--- config.mk ---
export PLATFORM = sky130hd
export DESIGN_NAME = rtlm_cfg
export DESIGN_NICKNAME = d
export VERILOG_FILES = /design/src/rtl/rtlm_pkg.sv /design/src/rtl/rtlm_cfg.sv
export SDC_FILE = /design/constraint.sdc
export NUM_CORES = 1
export LEC_CHECK = 0
export BUFFER_PORTS_ARGS = -buffer_cell sky130_fd_sc_hd__clkbuf_2
export CORE_MARGIN = 1.5
export CORE_UTILIZATION = 48
export CTS_CLUSTER_DIAMETER = 50
export DETAILED_ROUTE_END_ITERATION = 6
export GPL_TIMING_DRIVEN = 0
export PLACE_DENSITY = 0.83
export SKIP_LAST_GASP = 1
export SLEW_MARGIN = 15
export SYNTH_ARGS = -nofsm -noshare
export SYNTH_HDL_FRONTEND = slang
export SYNTH_SLANG_ARGS = --single-unit
--- constraint.sdc ---
create_clock -name clk -period 1.5 [get_ports clk]
set_input_delay 0.3 -clock clk [delete_from_list [all_inputs] [get_ports clk]]
set_output_delay 0.3 -clock clk [all_outputs]
set_load 0.01 [all_outputs]
--- src/rtl/rtlm_pkg.sv ---
package rtlm_pkg;

  // default sizes
  localparam int DEF_MAX_CELLS   = 256;
  localparam int DEF_MAX_OUT_DIM = 1024;
  localparam int DEF_COORD_WIDTH = 32;

  // field widths
  localparam int AXIS_W  = 2;
  localparam int POS_W   = 9;
  localparam int BVAL_W  = 32;
  localparam int VOX_W   = 10;
  localparam int SIDX_W  = 24;
  localparam int CELL_W  = 8;

  // register widths and APB
  localparam int CFG_CELLS_W = 9;
  localparam int CFG_DIM_W   = 11;
  localparam int PADDR_W     = 5;
  localparam int PDATA_W     = 32;
  localparam int REG_IDX_W   = 3;

  localparam logic [REG_IDX_W-1:0] REG_IN_CELLS_X = 3'd0;
  localparam logic [REG_IDX_W-1:0] REG_IN_CELLS_Y = 3'd1;
  localparam logic [REG_IDX_W-1:0] REG_IN_CELLS_Z = 3'd2;
  localparam logic [REG_IDX_W-1:0] REG_OUT_DIM_X  = 3'd3;
  localparam logic [REG_IDX_W-1:0] REG_OUT_DIM_Y  = 3'd4;
  localparam logic [REG_IDX_W-1:0] REG_OUT_DIM_Z  = 3'd5;

  localparam logic OP_WRITE = 1'b0;
  localparam logic OP_MAP   = 1'b1;

  localparam logic [AXIS_W-1:0] AXIS_X = 2'd0;
  localparam logic [AXIS_W-1:0] AXIS_Y = 2'd1;
  localparam logic [AXIS_W-1:0] AXIS_Z = 2'd2;

  typedef struct packed {
    logic [2:0][CFG_CELLS_W-1:0] cells;
    logic [2:0][CFG_DIM_W-1:0]   dims;
  } cfg_t;

endpackage

--- src/rtl/rtlm_cfg.sv ---
module rtlm_cfg (
  input  logic                          clk,
  input  logic                          rst,
  input  logic                          psel,
  input  logic                          penable,
  input  logic                          pwrite,
  input  logic [rtlm_pkg::PADDR_W-1:0]  paddr,
  input  logic [rtlm_pkg::PDATA_W-1:0]  pwdata,
  output logic [rtlm_pkg::PDATA_W-1:0]  prdata,
  output logic                          pready,
  output rtlm_pkg::cfg_t                cfg
);
  import rtlm_pkg::*;

  logic                 wr;
  logic [REG_IDX_W-1:0] idx;

  assign pready = 1'b1;
  assign wr     = psel & penable & pwrite;
  assign idx    = paddr[PADDR_W-1:2];

  always_ff @(posedge clk) begin
    if (rst) begin
      cfg.cells <= {3{CFG_CELLS_W'(1)}};
      cfg.dims  <= {3{CFG_DIM_W'(1)}};
    end else if (wr) begin
      unique case (idx)
        REG_IN_CELLS_X: cfg.cells[0] <= pwdata[CFG_CELLS_W-1:0];
        REG_IN_CELLS_Y: cfg.cells[1] <= pwdata[CFG_CELLS_W-1:0];
        REG_IN_CELLS_Z: cfg.cells[2] <= pwdata[CFG_CELLS_W-1:0];
        REG_OUT_DIM_X:  cfg.dims[0]  <= pwdata[CFG_DIM_W-1:0];
        REG_OUT_DIM_Y:  cfg.dims[1]  <= pwdata[CFG_DIM_W-1:0];
        REG_OUT_DIM_Z:  cfg.dims[2]  <= pwdata[CFG_DIM_W-1:0];
        default: ;
      endcase
    end
  end

  always_comb begin
    unique case (idx)
      REG_IN_CELLS_X: prdata = PDATA_W'(cfg.cells[0]);
      REG_IN_CELLS_Y: prdata = PDATA_W'(cfg.cells[1]);
      REG_IN_CELLS_Z: prdata = PDATA_W'(cfg.cells[2]);
      REG_OUT_DIM_X:  prdata = PDATA_W'(cfg.dims[0]);
      REG_OUT_DIM_Y:  prdata = PDATA_W'(cfg.dims[1]);
      REG_OUT_DIM_Z:  prdata = PDATA_W'(cfg.dims[2]);
      default:        prdata = '0;
    endcase
  end
endmodule

# Word-level counts from Yosys, hierarchy flattened
# Index checks and enable logic that the tools add are counted.
word_totals:
  out_inout_bits: 93
  ff_bits: 60
  in_bits: 42
classes:
  bitwise: 2
  muxes: 1
  n_eq_ne: 5
  n_reduce_logical: 7
ops:
  columns: ["cell", "n"]
  rows:
  - ["one-hot mux 11 bit (6 select lines)", 1]
  - ["AND reduction 2 bit", 6]
  - ["== test 3 x 2 -> 1 bit (second input constant)", 2]
  - ["== test 3 bit (second input constant)", 2]
  - ["== test 3 x 1 -> 1 bit (second input constant)", 1]
  - ["zero test 3 bit", 1]
  - ["bitwise AND 1 bit", 2]

# Depth between registers and ports, before layout
logic_depth:
  ltp_word: 3
  mapped_depth: 5

# Worst setup path before layout
# OpenSTA, ideal clock, no wires.
synth_timing:
  path_kind: "input to output"
  from: "in paddr[3] (netlist name)"
  to: "out prdata[0] (netlist name)"
  path_slack_ns: 0.046
  arrival_ns: 1.154
  path_stages: 4
  cell_sequence: "buf_2 > mux2_2 > a221oi_1 > a21oi_1"
synth_between:
  elab_chain_cells: 2
  word_cells_on_any_way: 7
  cone_classes: "eq/ne: 5; mux: 1; reduce/logical: 1"
synth_lines:
  columns: ["item", "line_no", "rtl"]
  rows:
  - ["start: declaration", "rtlm_cfg.sv:7", "input logic [rtlm_pkg::PADDR_W-1:0] paddr,"]
  - ["== test 3 bit (tied with other cells)", "rtlm_cfg.sv:40", "unique case (idx)"]
  - ["one-hot mux 11 bit (6 select lines) *", "rtlm_cfg.sv:40", null]
  - ["end: declaration", "rtlm_cfg.sv:9", "output logic [rtlm_pkg::PDATA_W-1:0] prdata,"]
# Mark *: on every way between the ends. The rest lies on a longest branch, timed or not.

# Worst setup path after layout
layout_timing:
  from: "reg cfg[8] (netlist name)"
  to: "out prdata[8] (netlist name)"
layout_between:
  elab_chain_cells: 1
layout_lines:
  columns: ["item", "line_no", "rtl"]
  rows:
  - ["start: declaration", "rtlm_cfg.sv:11", "output rtlm_pkg::cfg_t cfg"]
  - ["one-hot mux 11 bit (6 select lines)", "rtlm_cfg.sv:40", null]
# Every way passes these cells.

==> summary.txt <==
Outcome
  – Status: complete, but fails checks
  – Failing checks: setup timing

Clock tree
  – Maximum buffer depth of the clock tree: 2
  – TritonCTS buffer count: 9
  – Number of H-tree levels: 3
  – Clock sink count: 60
  – Worst-Skew Late Latency: roughly 0.35 ns
  – Cts hold-fix bufs: 0
  – CTS clk-pin slew, worst paths: 0.07 ns
  – CTS tree: yes
  – Root Driver: clkbuf_8

Power and ir drop
  – Clock share of power: roughly 46%
  – Static Leak: between 2 and 2.5 nW
  – Maximum vdd drop: 1.02 mV
  – Total internal power: 2.86 mW
  – Combinational Power Share: between 10 and 15%
  – Switching power: approximately 0.9 mW
  – Sequential share of power: a little over two fifths
  – Pwr Density: between 800 and 900 nW/um^2
  – Switching Fraction: between 20% and 30%

GRT
  – Total global-route track usage: between 20% and 30%
  – Final global-route overflow total: 0
  – Largest net degree at the start of global routing: 11
  – First-pass GRT wire length: ~14000 um
  – Vias in the first global route: roughly 2800
  – Antenna violations before repair: 0

Logic synthesis
  – Top FF cell, synth: dfxtp_1
  – Synth Area per Inst: 10.2 um^2
  – Largest family of logic cells by synthesized area: multiplexers
  – Multiplexer share of the synthesized area: 27.2%
  – #FFs+latches synth: 60
  – Synth Area in XOR/XNOR: 0%
  – Number of synthesized flops with an enable pin: 0
  – Compound-Gate Fraction of Synth Area: between 6 and 7%
  – Yosys warnings: 0
  – Top-area cell type share of the netlist area: between 30% and 40%
  – Ranking of synthesized cells by area: dfxtp_1, mux2i_1, nand2b_1
  – Cell variety after synth: 28
  – Largest area contributor in the netlist: dfxtp_1
  – Seq/Total Area, Yosys: between 30% and 40%
  – Mapped Area: about 3100 um^2
  – FFs w/ async S/R, synth: 0%
  – Synth Area in Simple Gates: between 10% and 20%
  – Mapped Cells: approximately 300
  – Adder-cell share of the synthesized area: 0%

Floorplanning
  – Site row count: 28
  – Die height: 83.1 um
  – Die Width: approximately 83 um
  – Die area: about 7000 um^2
  – Core area: 6060 um^2
  – Initial Util: between 50% and 60%
  – IO Pins: 135

Detailed routing
  – Routed Antenna Nets: 0
  – Final wirelength: approximately 9400 um
  – Drt wl/cell: between 15 and 20 um
  – Remaining DRCs: 0
  – First drt pass iteration count: 4
  – Via Count: about 2800
  – Iteration-0 DRC count of the detailed router: ~170
  – Avg Vias per Cell: about 5.3

Finish
  – Final non-filler cell total: a little over 500
  – Area delta synth->final: 37.9%
  – Largest register FFs: 60
  – # diodes: 0
  – Top flop regs: cfg (60)
  – Ratio of cells with drive above 1 in the final layout: between 40% and 50%
  – Final instance area: approximately 4200 um^2
  – Reg with most FFs: cfg
  – Final #Nets: 480
  – Final Core Density: 70.0%

Timing
  – Setup ws final: -0.226 ns
  – Final worst path period share: 115%
  – Setup violations, final: 9
  – FMAX: between 500 and 600 MHz
  – Clock skew: 0 ns
  – Final Hold Viols: 0
  – Slew of the pin with the lowest slew margin: 0.616 ns
  – Rel. slew slack: a little under 60%
  – Slew Viols, Final: 0
  – Post-layout min period: 1.73 ns
  – RSZ-0062 raised after global routing: true

Setup path
  – Worst-path fanout max: 2
  – Crit Path Category: reg2out
  – Critical Path RT: roughly 1.2 ns
  – Worst Reg-to-Reg Cells: 2
  – Crit path DAT: approximately 1.4 ns
  – Register-to-register setup slack: roughly 0.76 ns
  – Crit path capture type: output port
  – CP startpoint kind: register

Placement
  – GP Congestion: 0.829
  – DP Area: 3690 um^2
  – Worst slack, placed: -0.334 ns
  – Cells after DPL: between 400 and 500
  – Post-DP HPWL: 5930 um
  – Port bufs: 88

Flow run
  – Max-cap viol count: 0

Min path
  – Hold Path Class: in2reg
  – Hold path depth: 3
==> what timing repair did <==
action                     CTS  global route
buffers inserted            16             0
setup endpoints to repair   11            11
pin swaps                    8             3
resized for setup           52            14
gates cloned                 1             1
==> routing by layer <==
metal	track usage, %	vias to the layer above	wire length (um)
li1	-	1265	-
met1	31.3	1315	3630
met2	45.7	151	4710
met3	7.85	29	795
met4	11.8	0	226
met5	0	-	0
==> logic make-up (layout without fill, tap and decap cells) <==
family                 count (synthesis)  in the layout
multiplexers                          80             80
flip-flops                            60             60
AO/OA/AOI/OAI                         27             27
buffers and inverters                 43            165
AND/OR/NAND/NOR                       89             89
other                                  2             22
==> final cells by class <==
type                       count  area [um^2]
timing repair buffer         106          624
inverter                       1         3.75
clock inverter                 4         70.1
tap                           75         93.8
buffer                        42          338
sequential                    60         1230
fill                         454         1820
multi-input combinational    218         1720
clock buffer                  12          165
==> placed cells by master (no fill, tap or decap), types with 6 or more instances in the layout <==
cell	Yosys	final
conb_1	2	22
mux2i_1	63	63
clkbuf_1	9	9
buf_4	24	42
clkbuf_2	0	85
dfxtp_2	0	20
o21ai_1	0	6
dfxtp_1	60	40
nor2_1	9	8
clkbuf_8	0	13
nand2b_1	65	65
mux2_2	16	16
==> metrics by stage <==
step                      setup TNS (ns)  hold WS [ns]  power, mW
after floorplan                        0         0.498       1.88
after global placement             -3.31         0.472       1.97
after detailed placement           -4.08         0.483       1.98
after CTS                          -1.31         0.248       3.71
after global routing               -1.88         0.282       3.84
final                              -1.41         0.251       3.74
==> critical path: stages, from the launching register on <==
cell,delay [ns]
dfxtp_2,0.33
mux4_2,0.47
nand2_1,0.07
o21ai_1,0.07
clkbuf_2,0.13
==> cell usage after synthesis (all sizes together), types with 2 or more instances <==
library cell	count
o2bb2ai	2
a221oi	3
dfxtp	60
mux2i	63
nand2	6
a22oi	8
buf	33
a32oi	5
nor2	9
a21oi	3
conb	2
nor2b	3
mux2	16
o21ai	6
clkbuf	9
nand2b	65
and2	4
==> power by group through the flow <==
stage	Sequential, mW	Clock, mW	Combinational, mW
2_1_floorplan	1.65	0	0.224
3_5_place_dp	1.65	0	0.329
3_3_place_gp	1.65	0	0.324
5_1_grt	1.61	1.79	0.428
6_report	1.61	1.72	0.406
4_1_cts	1.61	1.72	0.376
==> worst paths after layout <==
kind | from | endpoint
worst max-delay path | cfg[8] | prdata[8]
worst min-delay path | pwdata[9] | cfg[9]
worst max register to register | cfg[22] | cfg[22]
worst min register to register | cfg[55] | cfg[55]
Power figures use the tool's default switching activity.
