**src/rtl/rtlm_pkg.sv**
```systemverilog
package rtlm_pkg;

  // default sizes
  localparam int DEF_MAX_CELLS   = 256;
  localparam int DEF_MAX_OUT_DIM = 1024;
  localparam int DEF_COORD_WIDTH = 32;

  // field widths
  localparam int AXIS_W  = 2;
  localparam int POS_W   = 9;
  localparam int BVAL_W  = 32;
  localparam int VOX_W   = 10;
  localparam int SIDX_W  = 24;
  localparam int CELL_W  = 8;

  // register widths and APB
  localparam int CFG_CELLS_W = 9;
  localparam int CFG_DIM_W   = 11;
  localparam int PADDR_W     = 5;
  localparam int PDATA_W     = 32;
  localparam int REG_IDX_W   = 3;

  localparam logic [REG_IDX_W-1:0] REG_IN_CELLS_X = 3'd0;
  localparam logic [REG_IDX_W-1:0] REG_IN_CELLS_Y = 3'd1;
  localparam logic [REG_IDX_W-1:0] REG_IN_CELLS_Z = 3'd2;
  localparam logic [REG_IDX_W-1:0] REG_OUT_DIM_X  = 3'd3;
  localparam logic [REG_IDX_W-1:0] REG_OUT_DIM_Y  = 3'd4;
  localparam logic [REG_IDX_W-1:0] REG_OUT_DIM_Z  = 3'd5;

  localparam logic OP_WRITE = 1'b0;
  localparam logic OP_MAP   = 1'b1;

  localparam logic [AXIS_W-1:0] AXIS_X = 2'd0;
  localparam logic [AXIS_W-1:0] AXIS_Y = 2'd1;
  localparam logic [AXIS_W-1:0] AXIS_Z = 2'd2;

  typedef struct packed {
    logic [2:0][CFG_CELLS_W-1:0] cells;
    logic [2:0][CFG_DIM_W-1:0]   dims;
  } cfg_t;

endpackage

```
**src/rtl/rtlm_mul.sv**
```systemverilog
module rtlm_mul #(
  parameter int A_W = 33,
  parameter int B_W = 13
) (
  input  logic                     clk,
  input  logic signed [A_W-1:0]    a,
  input  logic signed [B_W-1:0]    b,
  output logic signed [A_W+B_W-1:0] prod
);
  always_ff @(posedge clk) begin
    prod <= a * b;
  end
endmodule

```
**src/rtl/rtlm_seq.sv**
```systemverilog
module rtlm_seq #(
  parameter int MAX_CELLS   = rtlm_pkg::DEF_MAX_CELLS,
  parameter int MAX_OUT_DIM = rtlm_pkg::DEF_MAX_OUT_DIM,
  parameter int COORD_WIDTH = rtlm_pkg::DEF_COORD_WIDTH
) (
  input  logic                                  clk,
  input  logic                                  rst,
  input  logic                                  start,
  input  logic [2:0][rtlm_pkg::VOX_W-1:0]       voxel,
  input  rtlm_pkg::cfg_t                        cfg,
  output logic                                  ready,
  output logic [$clog2(MAX_CELLS+1)-1:0]        rd_addr,
  input  logic signed [COORD_WIDTH-1:0]         rd_data [3],
  output logic                                  out_valid,
  input  logic                                  out_ready,
  output logic [rtlm_pkg::SIDX_W-1:0]           source_index,
  output logic [rtlm_pkg::CELL_W-1:0]           cell_x,
  output logic [rtlm_pkg::CELL_W-1:0]           cell_y,
  output logic [rtlm_pkg::CELL_W-1:0]           cell_z
);
  import rtlm_pkg::*;

  localparam int CNT_W = $clog2(MAX_CELLS + 1);
  localparam int K_W   = (MAX_CELLS > 1) ? $clog2(MAX_CELLS) : 1;
  localparam int DIM_W = $clog2(MAX_OUT_DIM + 1);
  localparam int B_W0  = (DIM_W + 2 > CNT_W + 1) ? DIM_W + 2 : CNT_W + 1;
  localparam int B_W   = (B_W0 > VOX_W + 2) ? B_W0 : VOX_W + 2;
  localparam int A_W   = (COORD_WIDTH + 1 > 2 * CNT_W + 1) ? COORD_WIDTH + 1 : 2 * CNT_W + 1;
  localparam int P_W   = A_W + B_W;
  localparam int C_W   = P_W + 1;

  localparam logic [3:0] S_IDLE = 4'd0;
  localparam logic [3:0] S_WL   = 4'd1;
  localparam logic [3:0] S_LL   = 4'd2;
  localparam logic [3:0] S_LF   = 4'd3;
  localparam logic [3:0] S_M1   = 4'd4;
  localparam logic [3:0] S_M2   = 4'd5;
  localparam logic [3:0] S_SM   = 4'd6;
  localparam logic [3:0] S_SC   = 4'd7;
  localparam logic [3:0] S_IX0  = 4'd8;
  localparam logic [3:0] S_IX1  = 4'd9;
  localparam logic [3:0] S_IX2  = 4'd10;
  localparam logic [3:0] S_DONE = 4'd11;

  logic [3:0]                  st;
  logic [1:0]                  ax;
  logic [CNT_W-1:0]            j;
  logic [2:0][VOX_W-1:0]       vox;
  logic signed [COORD_WIDTH-1:0] first_v, last_v;
  logic signed [C_W-1:0]       centre;
  logic                        prev_lt;
  logic [K_W-1:0]              k [3];
  logic [SIDX_W-1:0]           idx;

  logic [CNT_W-1:0]            cells_c [3];
  logic [DIM_W-1:0]            dims_c [3];
  logic [CNT_W-1:0]            cells_cur;
  logic [DIM_W:0]              d2;
  logic signed [COORD_WIDTH-1:0] rdata_cur;
  logic signed [A_W-1:0]       a_op;
  logic signed [B_W-1:0]       b_op;
  logic signed [P_W-1:0]       prod;
  logic                        lt, ge, hit, ax_done;
  logic                        load_out;

  always_comb begin
    for (int a = 0; a < 3; a++) begin
      if (cfg.cells[a] == '0) begin
        cells_c[a] = CNT_W'(1);
      end else if (32'(cfg.cells[a]) > MAX_CELLS) begin
        cells_c[a] = CNT_W'(MAX_CELLS);
      end else begin
        cells_c[a] = CNT_W'(cfg.cells[a]);
      end
      if (cfg.dims[a] == '0) begin
        dims_c[a] = DIM_W'(1);
      end else if (32'(cfg.dims[a]) > MAX_OUT_DIM) begin
        dims_c[a] = DIM_W'(MAX_OUT_DIM);
      end else begin
        dims_c[a] = DIM_W'(cfg.dims[a]);
      end
    end
  end

  assign cells_cur = cells_c[ax];
  assign d2        = {dims_c[ax], 1'b0};
  assign rdata_cur = rd_data[ax];

  // both sides of each compare scaled by 2*out_dim
  assign lt      = C_W'(prod) < centre;
  assign ge      = centre <= C_W'(prod);
  assign hit     = (j != '0) && prev_lt && ge;
  assign ax_done = hit || (j == cells_cur);

  assign load_out = (st == S_DONE) && (!out_valid || out_ready);

  always_comb begin
    a_op = '0;
    b_op = '0;
    case (st)
      S_LF, S_SM: begin
        a_op = A_W'(rdata_cur);
        b_op = B_W'(d2);
      end
      S_M1: begin
        a_op = A_W'(last_v) - A_W'(first_v);
        b_op = B_W'({vox[ax], 1'b1});
      end
      S_IX0: begin
        a_op = A_W'(k[2]);
        b_op = B_W'(cells_c[1]);
      end
      S_IX1: begin
        a_op = A_W'(k[1]) + A_W'(prod);
        b_op = B_W'(cells_c[0]);
      end
      default: ;
    endcase
  end

  rtlm_mul #(.A_W(A_W), .B_W(B_W)) u_mul (
    .clk  (clk),
    .a    (a_op),
    .b    (b_op),
    .prod (prod)
  );

  assign ready = (st == S_IDLE);

  always_ff @(posedge clk) begin
    if (rst) begin
      st        <= S_IDLE;
      out_valid <= 1'b0;
    end else begin
      if (load_out) begin
        out_valid <= 1'b1;
      end else if (out_ready) begin
        out_valid <= 1'b0;
      end
      unique case (st)
        S_IDLE: begin
          if (start) begin
            vox     <= voxel;
            ax      <= 2'd0;
            rd_addr <= cells_c[0];
            st      <= S_WL;
          end
        end
        S_WL: begin
          rd_addr <= '0;
          st      <= S_LL;
        end
        S_LL: begin
          last_v <= rdata_cur;
          st     <= S_LF;
        end
        S_LF: begin
          first_v <= rdata_cur;
          st      <= S_M1;
        end
        S_M1: begin
          centre <= C_W'(prod);
          st     <= S_M2;
        end
        S_M2: begin
          centre  <= centre + C_W'(prod);
          j       <= '0;
          prev_lt <= 1'b0;
          st      <= S_SM;
        end
        S_SM: begin
          rd_addr <= (j == cells_cur) ? j : j + 1'b1;
          st      <= S_SC;
        end
        S_SC: begin
          prev_lt <= lt;
          if (ax_done) begin
            k[ax] <= hit ? K_W'(j - 1'b1) : '0;
            if (ax == 2'd2) begin
              st <= S_IX0;
            end else begin
              ax      <= ax + 1'b1;
              rd_addr <= cells_c[ax + 1'b1];
              st      <= S_WL;
            end
          end else begin
            j  <= j + 1'b1;
            st <= S_SM;
          end
        end
        S_IX0: st <= S_IX1;
        S_IX1: st <= S_IX2;
        S_IX2: begin
          idx <= SIDX_W'(k[0]) + SIDX_W'(prod);
          st  <= S_DONE;
        end
        S_DONE: begin
          if (load_out) begin
            source_index <= idx;
            cell_x       <= CELL_W'(k[0]);
            cell_y       <= CELL_W'(k[1]);
            cell_z       <= CELL_W'(k[2]);
            st           <= S_IDLE;
          end
        end
        default: st <= S_IDLE;
      endcase
    end
  end

  a_busy_after_start: assert property (@(posedge clk) disable iff (rst)
    start |=> !ready) else $error("accepted map word did not drop ready");

  a_scan_in_range: assert property (@(posedge clk) disable iff (rst)
    (st == S_SC) |-> (j <= cells_cur)) else $error("bound scan ran past last bound");

  a_cells_in_range: assert property (@(posedge clk) disable iff (rst)
    (st == S_IX0) |-> (CNT_W'(k[0]) < cells_c[0] && CNT_W'(k[1]) < cells_c[1]
                       && CNT_W'(k[2]) < cells_c[2]))
    else $error("cell index beyond cell count");
endmodule
```
**config.mk**
```make
export PLATFORM = sky130hd
export DESIGN_NAME = rtlm_seq
export DESIGN_NICKNAME = d
export VERILOG_FILES = /design/src/rtl/rtlm_pkg.sv /design/src/rtl/rtlm_mul.sv /design/src/rtl/rtlm_seq.sv
export SDC_FILE = /design/constraint.sdc
export NUM_CORES = 2
export LEC_CHECK = 0
export ABC_AREA = 1
export BUFFER_PORTS_ARGS = -buffer_cell sky130_fd_sc_hd__buf_2
export CORE_MARGIN = 1
export CORE_UTILIZATION = 40
export CTS_CLUSTER_SIZE = 30
export DETAILED_ROUTE_END_ITERATION = 8
export GPL_TIMING_DRIVEN = 0
export HOLD_SLACK_MARGIN = 0.06
export PLACE_DENSITY_LB_ADDON = 0.05
export SLEW_MARGIN = 20
export SYNTH_ARGS = -nofsm -noshare
export SYNTH_HDL_FRONTEND = slang
export SYNTH_SLANG_ARGS = --single-unit
```
**constraint.sdc**
```tcl
create_clock -name clk -period 16.65 [get_ports clk]
set_input_delay 2.4975 -clock clk [delete_from_list [all_inputs] [get_ports clk]]
set_output_delay 2.4975 -clock clk [all_outputs]
set_load 0.01 [all_outputs]
```
## After elaboration in Yosys (flattened, before gate mapping)

Memories as Yosys holds them, arrays and structs flattened.
Index checks and enable logic that the tools add are counted.

- Register bits after elaboration: 285
- RAM bits: 24
- Word-level logic and storage cells: 143
- Output and inout bits: 59
- Memories kept: 1

- Mux-type cells: 53
- Reduce and logical (&&, ||, !) cells: 31
- Order comparisons: 11
- Equality and inequality tests: 18
- $mul: 1
- Bitwise gates (word level): 3
- Add/subtract/negate cells: 7

Memories:

| name | depth | width | rd ports | clocked after Yosys merged registers in | write ports | line | source |
|---|---|---|---|---|---|---|---|
| k | 3 | 8 | 3 | 0 | 1 | rtlm_seq.sv:52 | `logic [K_W-1:0] k [3];` |

Operators by type and width:

| cell | count |
|---|---|
| 9-bit two-way mux | 15 |
| 33-bit case mux with 4 select lines | 1 |
| 47-bit case mux with 2 select lines | 1 |
| 11-bit two-way mux | 8 |
| 32-bit binary-select mux with 2-bit select | 1 |
| 32-bit two-way mux | 2 |
| 12-bit case mux with 4 select lines | 1 |
| 4-bit case mux with 12 select lines | 1 |
| 47-bit by 46-bit adder with 47-bit output | 1 |
| 47-bit by 46-bit less-or-equal comparator with 1-bit output | 1 |
| 46-bit by 47-bit < comparator with 1-bit output | 1 |
| 33-bit by 13-bit multiplier with 46-bit output | 1 |
| 9-bit binary-select mux with 2-bit select | 2 |
| 9-bit case mux with 4 select lines | 1 |
| 8-bit by 33-bit adder with 33-bit output | 1 |
| 11-bit > comparator (second input constant) | 3 |
| 11-bit zero test | 3 |
| 32-bit by 32-bit subtractor with 33-bit output | 1 |
| 9-bit > comparator (second input constant) | 3 |
| 9-bit zero test | 3 |
| 8-bit by 24-bit adder with 24-bit output | 1 |
| 11-bit binary-select mux with 2-bit select | 1 |
| 10-bit binary-select mux with 2-bit select | 1 |
| 9-bit case mux with 2 select lines | 1 |
| other kinds (32) | 69 |

## Depth between registers and ports, before layout

- Depth after elaboration: 12
- Gate-level depth with buffers: 41

## By module

A second synthesis with hierarchy kept.

- Cells, all modules: 4707
- Area total of the unflattened synthesis: 36077.1 um^2

Modules (own cells, without submodules):

| module | times used | area each (um^2) | cells each |
|---|---|---|---|
| rtlm_seq | 1 | 19595.0 | 2509 |
| rtlm_mul | 1 | 16482.1 | 2198 |

## Worst setup path after synthesis

OpenSTA, ideal clock, no wires.

- Kind: input to register
- Start: in cfg[3] in the netlist's numbering
- End: reg u_mul.prod[45]
- Path buffers: 1
- Slack: 8617 ps
- Required time: 16538 ps
- Setup time: 112 ps
- Stages: 32
- Arrival time: 7921 ps
- Cell sequence: nor4_1 nand3_1 nor2_1 nor2_1 nand3_1 a21oi_1 o21ai_0 nand2_1 buf_2 nand2_1 inv_1 fa_1 inv_1 fa_1 inv_1 fa_1 fa_1 inv_1 fa_1 inv_1 ha_1 a21o_1 a31oi_1 nand2_1 a21oi_1 nand2_1 a21oi_1 o21bai_1 nand2_1 nand2_1 nand2_1 nand2_1

- Word-level cells in the longest chain between the ends: 8

RTL lines:

| item | line | source |
|---|---|---|
| from (decl) | rtlm_seq.sv:10 | `input rtlm_pkg::cfg_t cfg,` |
| 11-bit > comparator | rtlm_seq.sv:77 | `end else if (32'(cfg.dims[a]) > MAX_OUT_DIM) begin` |
| 11-bit two-way mux | rtlm_seq.sv:77 |  |
| 11-bit two-way mux * | rtlm_seq.sv:75 | `if (cfg.dims[a] == '0) begin` |
| 11-bit binary-select mux with 2-bit select * | rtlm_seq.sv:86 | `assign d2 = {dims_c[ax], 1'b0};` |
| 11-bit two-way mux (not written as such) * (2 in a row) | rtlm_seq.sv:86 |  |
| 12-bit case mux with 4 select lines * | rtlm_seq.sv:100 | `case (st)` |
| 33-bit by 13-bit multiplier with 46-bit output * | rtlm_mul.sv:11 | `prod <= a * b;` |
| to (signal assigned) | rtlm_mul.sv:11 |  |
| to (decl) | rtlm_mul.sv:8 | `output logic signed [A_W+B_W-1:0] prod` |

Every way passes the cells marked *; elsewhere a longest branch is shown, timed or not. The select of a mux whose other input is x is not followed.
A chain may end at the register's enable or synchronous reset.

## Final worst setup path

Same ends and word-level chain as after synthesis.

==> metrics <==
outcome finished, final reports clean; gr ovfl total 0; clock-pin transition on the worst setup and hold timing paths 0.06 ns; Post-Synthesis Cells 4529; worst vdd ir 0.0789 mV; DP Wirelength 111000 µm; initial core utilization 40.4%; DR DRC count 0; Clock Skew 0.0300 ns; Final Max Tran Viols 0; Num CTS Buffers 38; Avg Inst Size Synth 7.77 µm²; Slew HR 16.7%; Syn Nets 5318; die area 89200 µm²; FF+latch count, synth 309; post-CTS resize count 0; Synth Flop Type edfxtp_1; vias in the first global route 31039; fin crit period 9.35 ns; postcts setup bufs 0; Worst setup EP type flop; EDFF count, synth 258; Period Utilization, post-route 56.1%; core region area 87000 µm²; Peak Freq 107 MHz; Final setup viols 0; final setup TNS 0 ns; CTS hold repair buffers 0; Worst-Margin Slew 1.24 ns; Worst Path Class, Setup input port to flop; Post-Route WL 131000 µm; Worst Hold Slack 0.412 ns; HP Class flop to flop; share of synthesized registers carrying an async set or reset 0%; worst hold path depth 0; Worst Reg2Reg Path Length in Cells 38; RSZ-0062 raised after global routing no; Routed Antenna Nets 0; H-tree levels 2; synthesized cell area 35200 µm²; total power 2350 µW; Top cell by count, worst path nand2_1; Via density 5.14; Final #Nets 5636; first-pass GRT wire length 197000 µm; 1st-iter DRT viols 2404; via count 31043; maxcap violations 0; clock buffer depth 3; global placement routability congestion 0.950; Leak 0.0194 µW; GRT Total Usage 29.5%; top-count cell post-synth inv_1; Synth Warn # 0; I/O pin total 249; WP data required 17.08 ns; Synth top area share 22.0%; post-synthesis sequential area ratio 24.9%; largest net degree at the start of global routing 14; WL per Instance 21.6 µm; initial antenna violation count 4; Std-Cell Rows 108; PortBufs 248; pwr/cell area 59.6 nW/µm²; Die Width 299 µm; CTS Sinks 309; Crit-path slowest cell fa_1; Die Height 299 µm; Worst Setup Start Kind input port; critical path fanouts, max 10; area grow syn2layout 12.0%; Distinct cells, synth 65; Fin. Hold Viols 0; synth top area cells edfxtp_1 (22%), fa_1 (20%), inv_1 (10%); largest stage delay on the critical path 0.58 ns; DR pass1 iterations 7; CP arrival 9.78 ns; synth cell count leaders inv_1 (971), nand2_1 (907), nor2_1 (434); Clk Latency, worst-skew pair 0.61 ns; CTS tree yes; root buffer cell clkbuf_16; area leader, netlist edfxtp_1; layout cell share with drive strength beyond 1 10.7%
==> state kept, by name, summed over array words and instances, names as in the netlist <==
| register | count |
|---|---|
| centre | 47 |
| u_mul.prod | 46 |
| first_v | 32 |
| last_v | 32 |
| vox | 30 |
| idx | 24 |
| k | 24 |
| source_index | 24 |
| j | 9 |
| rd_addr | 9 |
| cell_x | 8 |
| cell_y | 8 |
| cell_z | 8 |
| st | 4 |
| ax | 2 |
| out_valid | 1 |
| prev_lt | 1 |
==> logic make-up after synthesis <==
family          after synthesis  share of synthesized area (%)
buf+inv                    1109                           12.3
xor+xnor                     99                           2.46
flops                       309                           24.9
simple gates               1716                           20.3
fa+ha+maj                   599                           28.8
compound gates              697                           11.3
==> final timing paths <==
check,to,from,slack [ns]
setup / recovery,u_mul.prod[45],cfg[3],7.30
hold / removal,source_index[21],idx[21],0.41
setup reg to reg,u_mul.prod[45],u_mul.prod[0],7.97
hold reg to reg,source_index[21],idx[21],0.41
==> per-stage QoR <==
step	utilization (%)	instance area, µm²	cells	worst slack (ns)
3_5_place_dp	43.8	38100	5962	6.75
4_1_cts	45.3	39400	6032	7.36
6_report	45.3	39400	6035	7.30
5_1_grt	45.3	39400	6035	6.87
2_1_floorplan	-	35200	4529	8.62
3_3_place_gp	43.5	37900	5932	5.91
==> cells in the final DEF (no fill, tap or decap), drive strengths merged, types with 74 or more instances in the layout <==
master     n
a21oi    258
buf      359
clkbuf    74
edfxtp   258
fa       352
ha       247
inv     1003
nand2    929
nand3    194
nor2     448
o21ai    279
xor2      77
==> power by group <==
part	switching (µW)	leakage, µW	internal, µW	total [µW]
registers	19.4	0.00278	882	901
logic	419	0.0160	154	573
clock network	363	0.000629	512	875
==> critical path, delay by kind of cell <==
family                     cells  cell delay [ns]
AOI/OAI and AO/OA              6             1.22
buffers and inverters          5             0.70
adders and majority gates      6             2.95
and+or+nand+nor               14             2.38
==> final cells by class <==
| class | instances | area (µm²) |
|---|---|---|
| Buffer | 110 | 563 |
| Fill cell | 9136 | 47600 |
| Timing Repair Buffer | 278 | 1450 |
| Tap cell | 1155 | 1450 |
| Inverter | 999 | 3750 |
| Clock buffer | 45 | 997 |
| Clock inverter | 25 | 305 |
| Multi-Input combinational cell | 3111 | 22100 |
| Antenna cell | 3 | 7.51 |
| Sequential cell | 309 | 8770 |
==> layer usage <==
layer | vias up | track usage [%] | part of all wire [%]
li1 | 14908 | - | -
met1 | 15003 | 41.6 | 46
met2 | 957 | 46.5 | 45
met3 | 175 | 4.78 | 6.8
met4 | 0 | 8.36 | 3.0
met5 | - | 0 | 0
Power figures use the tool's default switching activity.
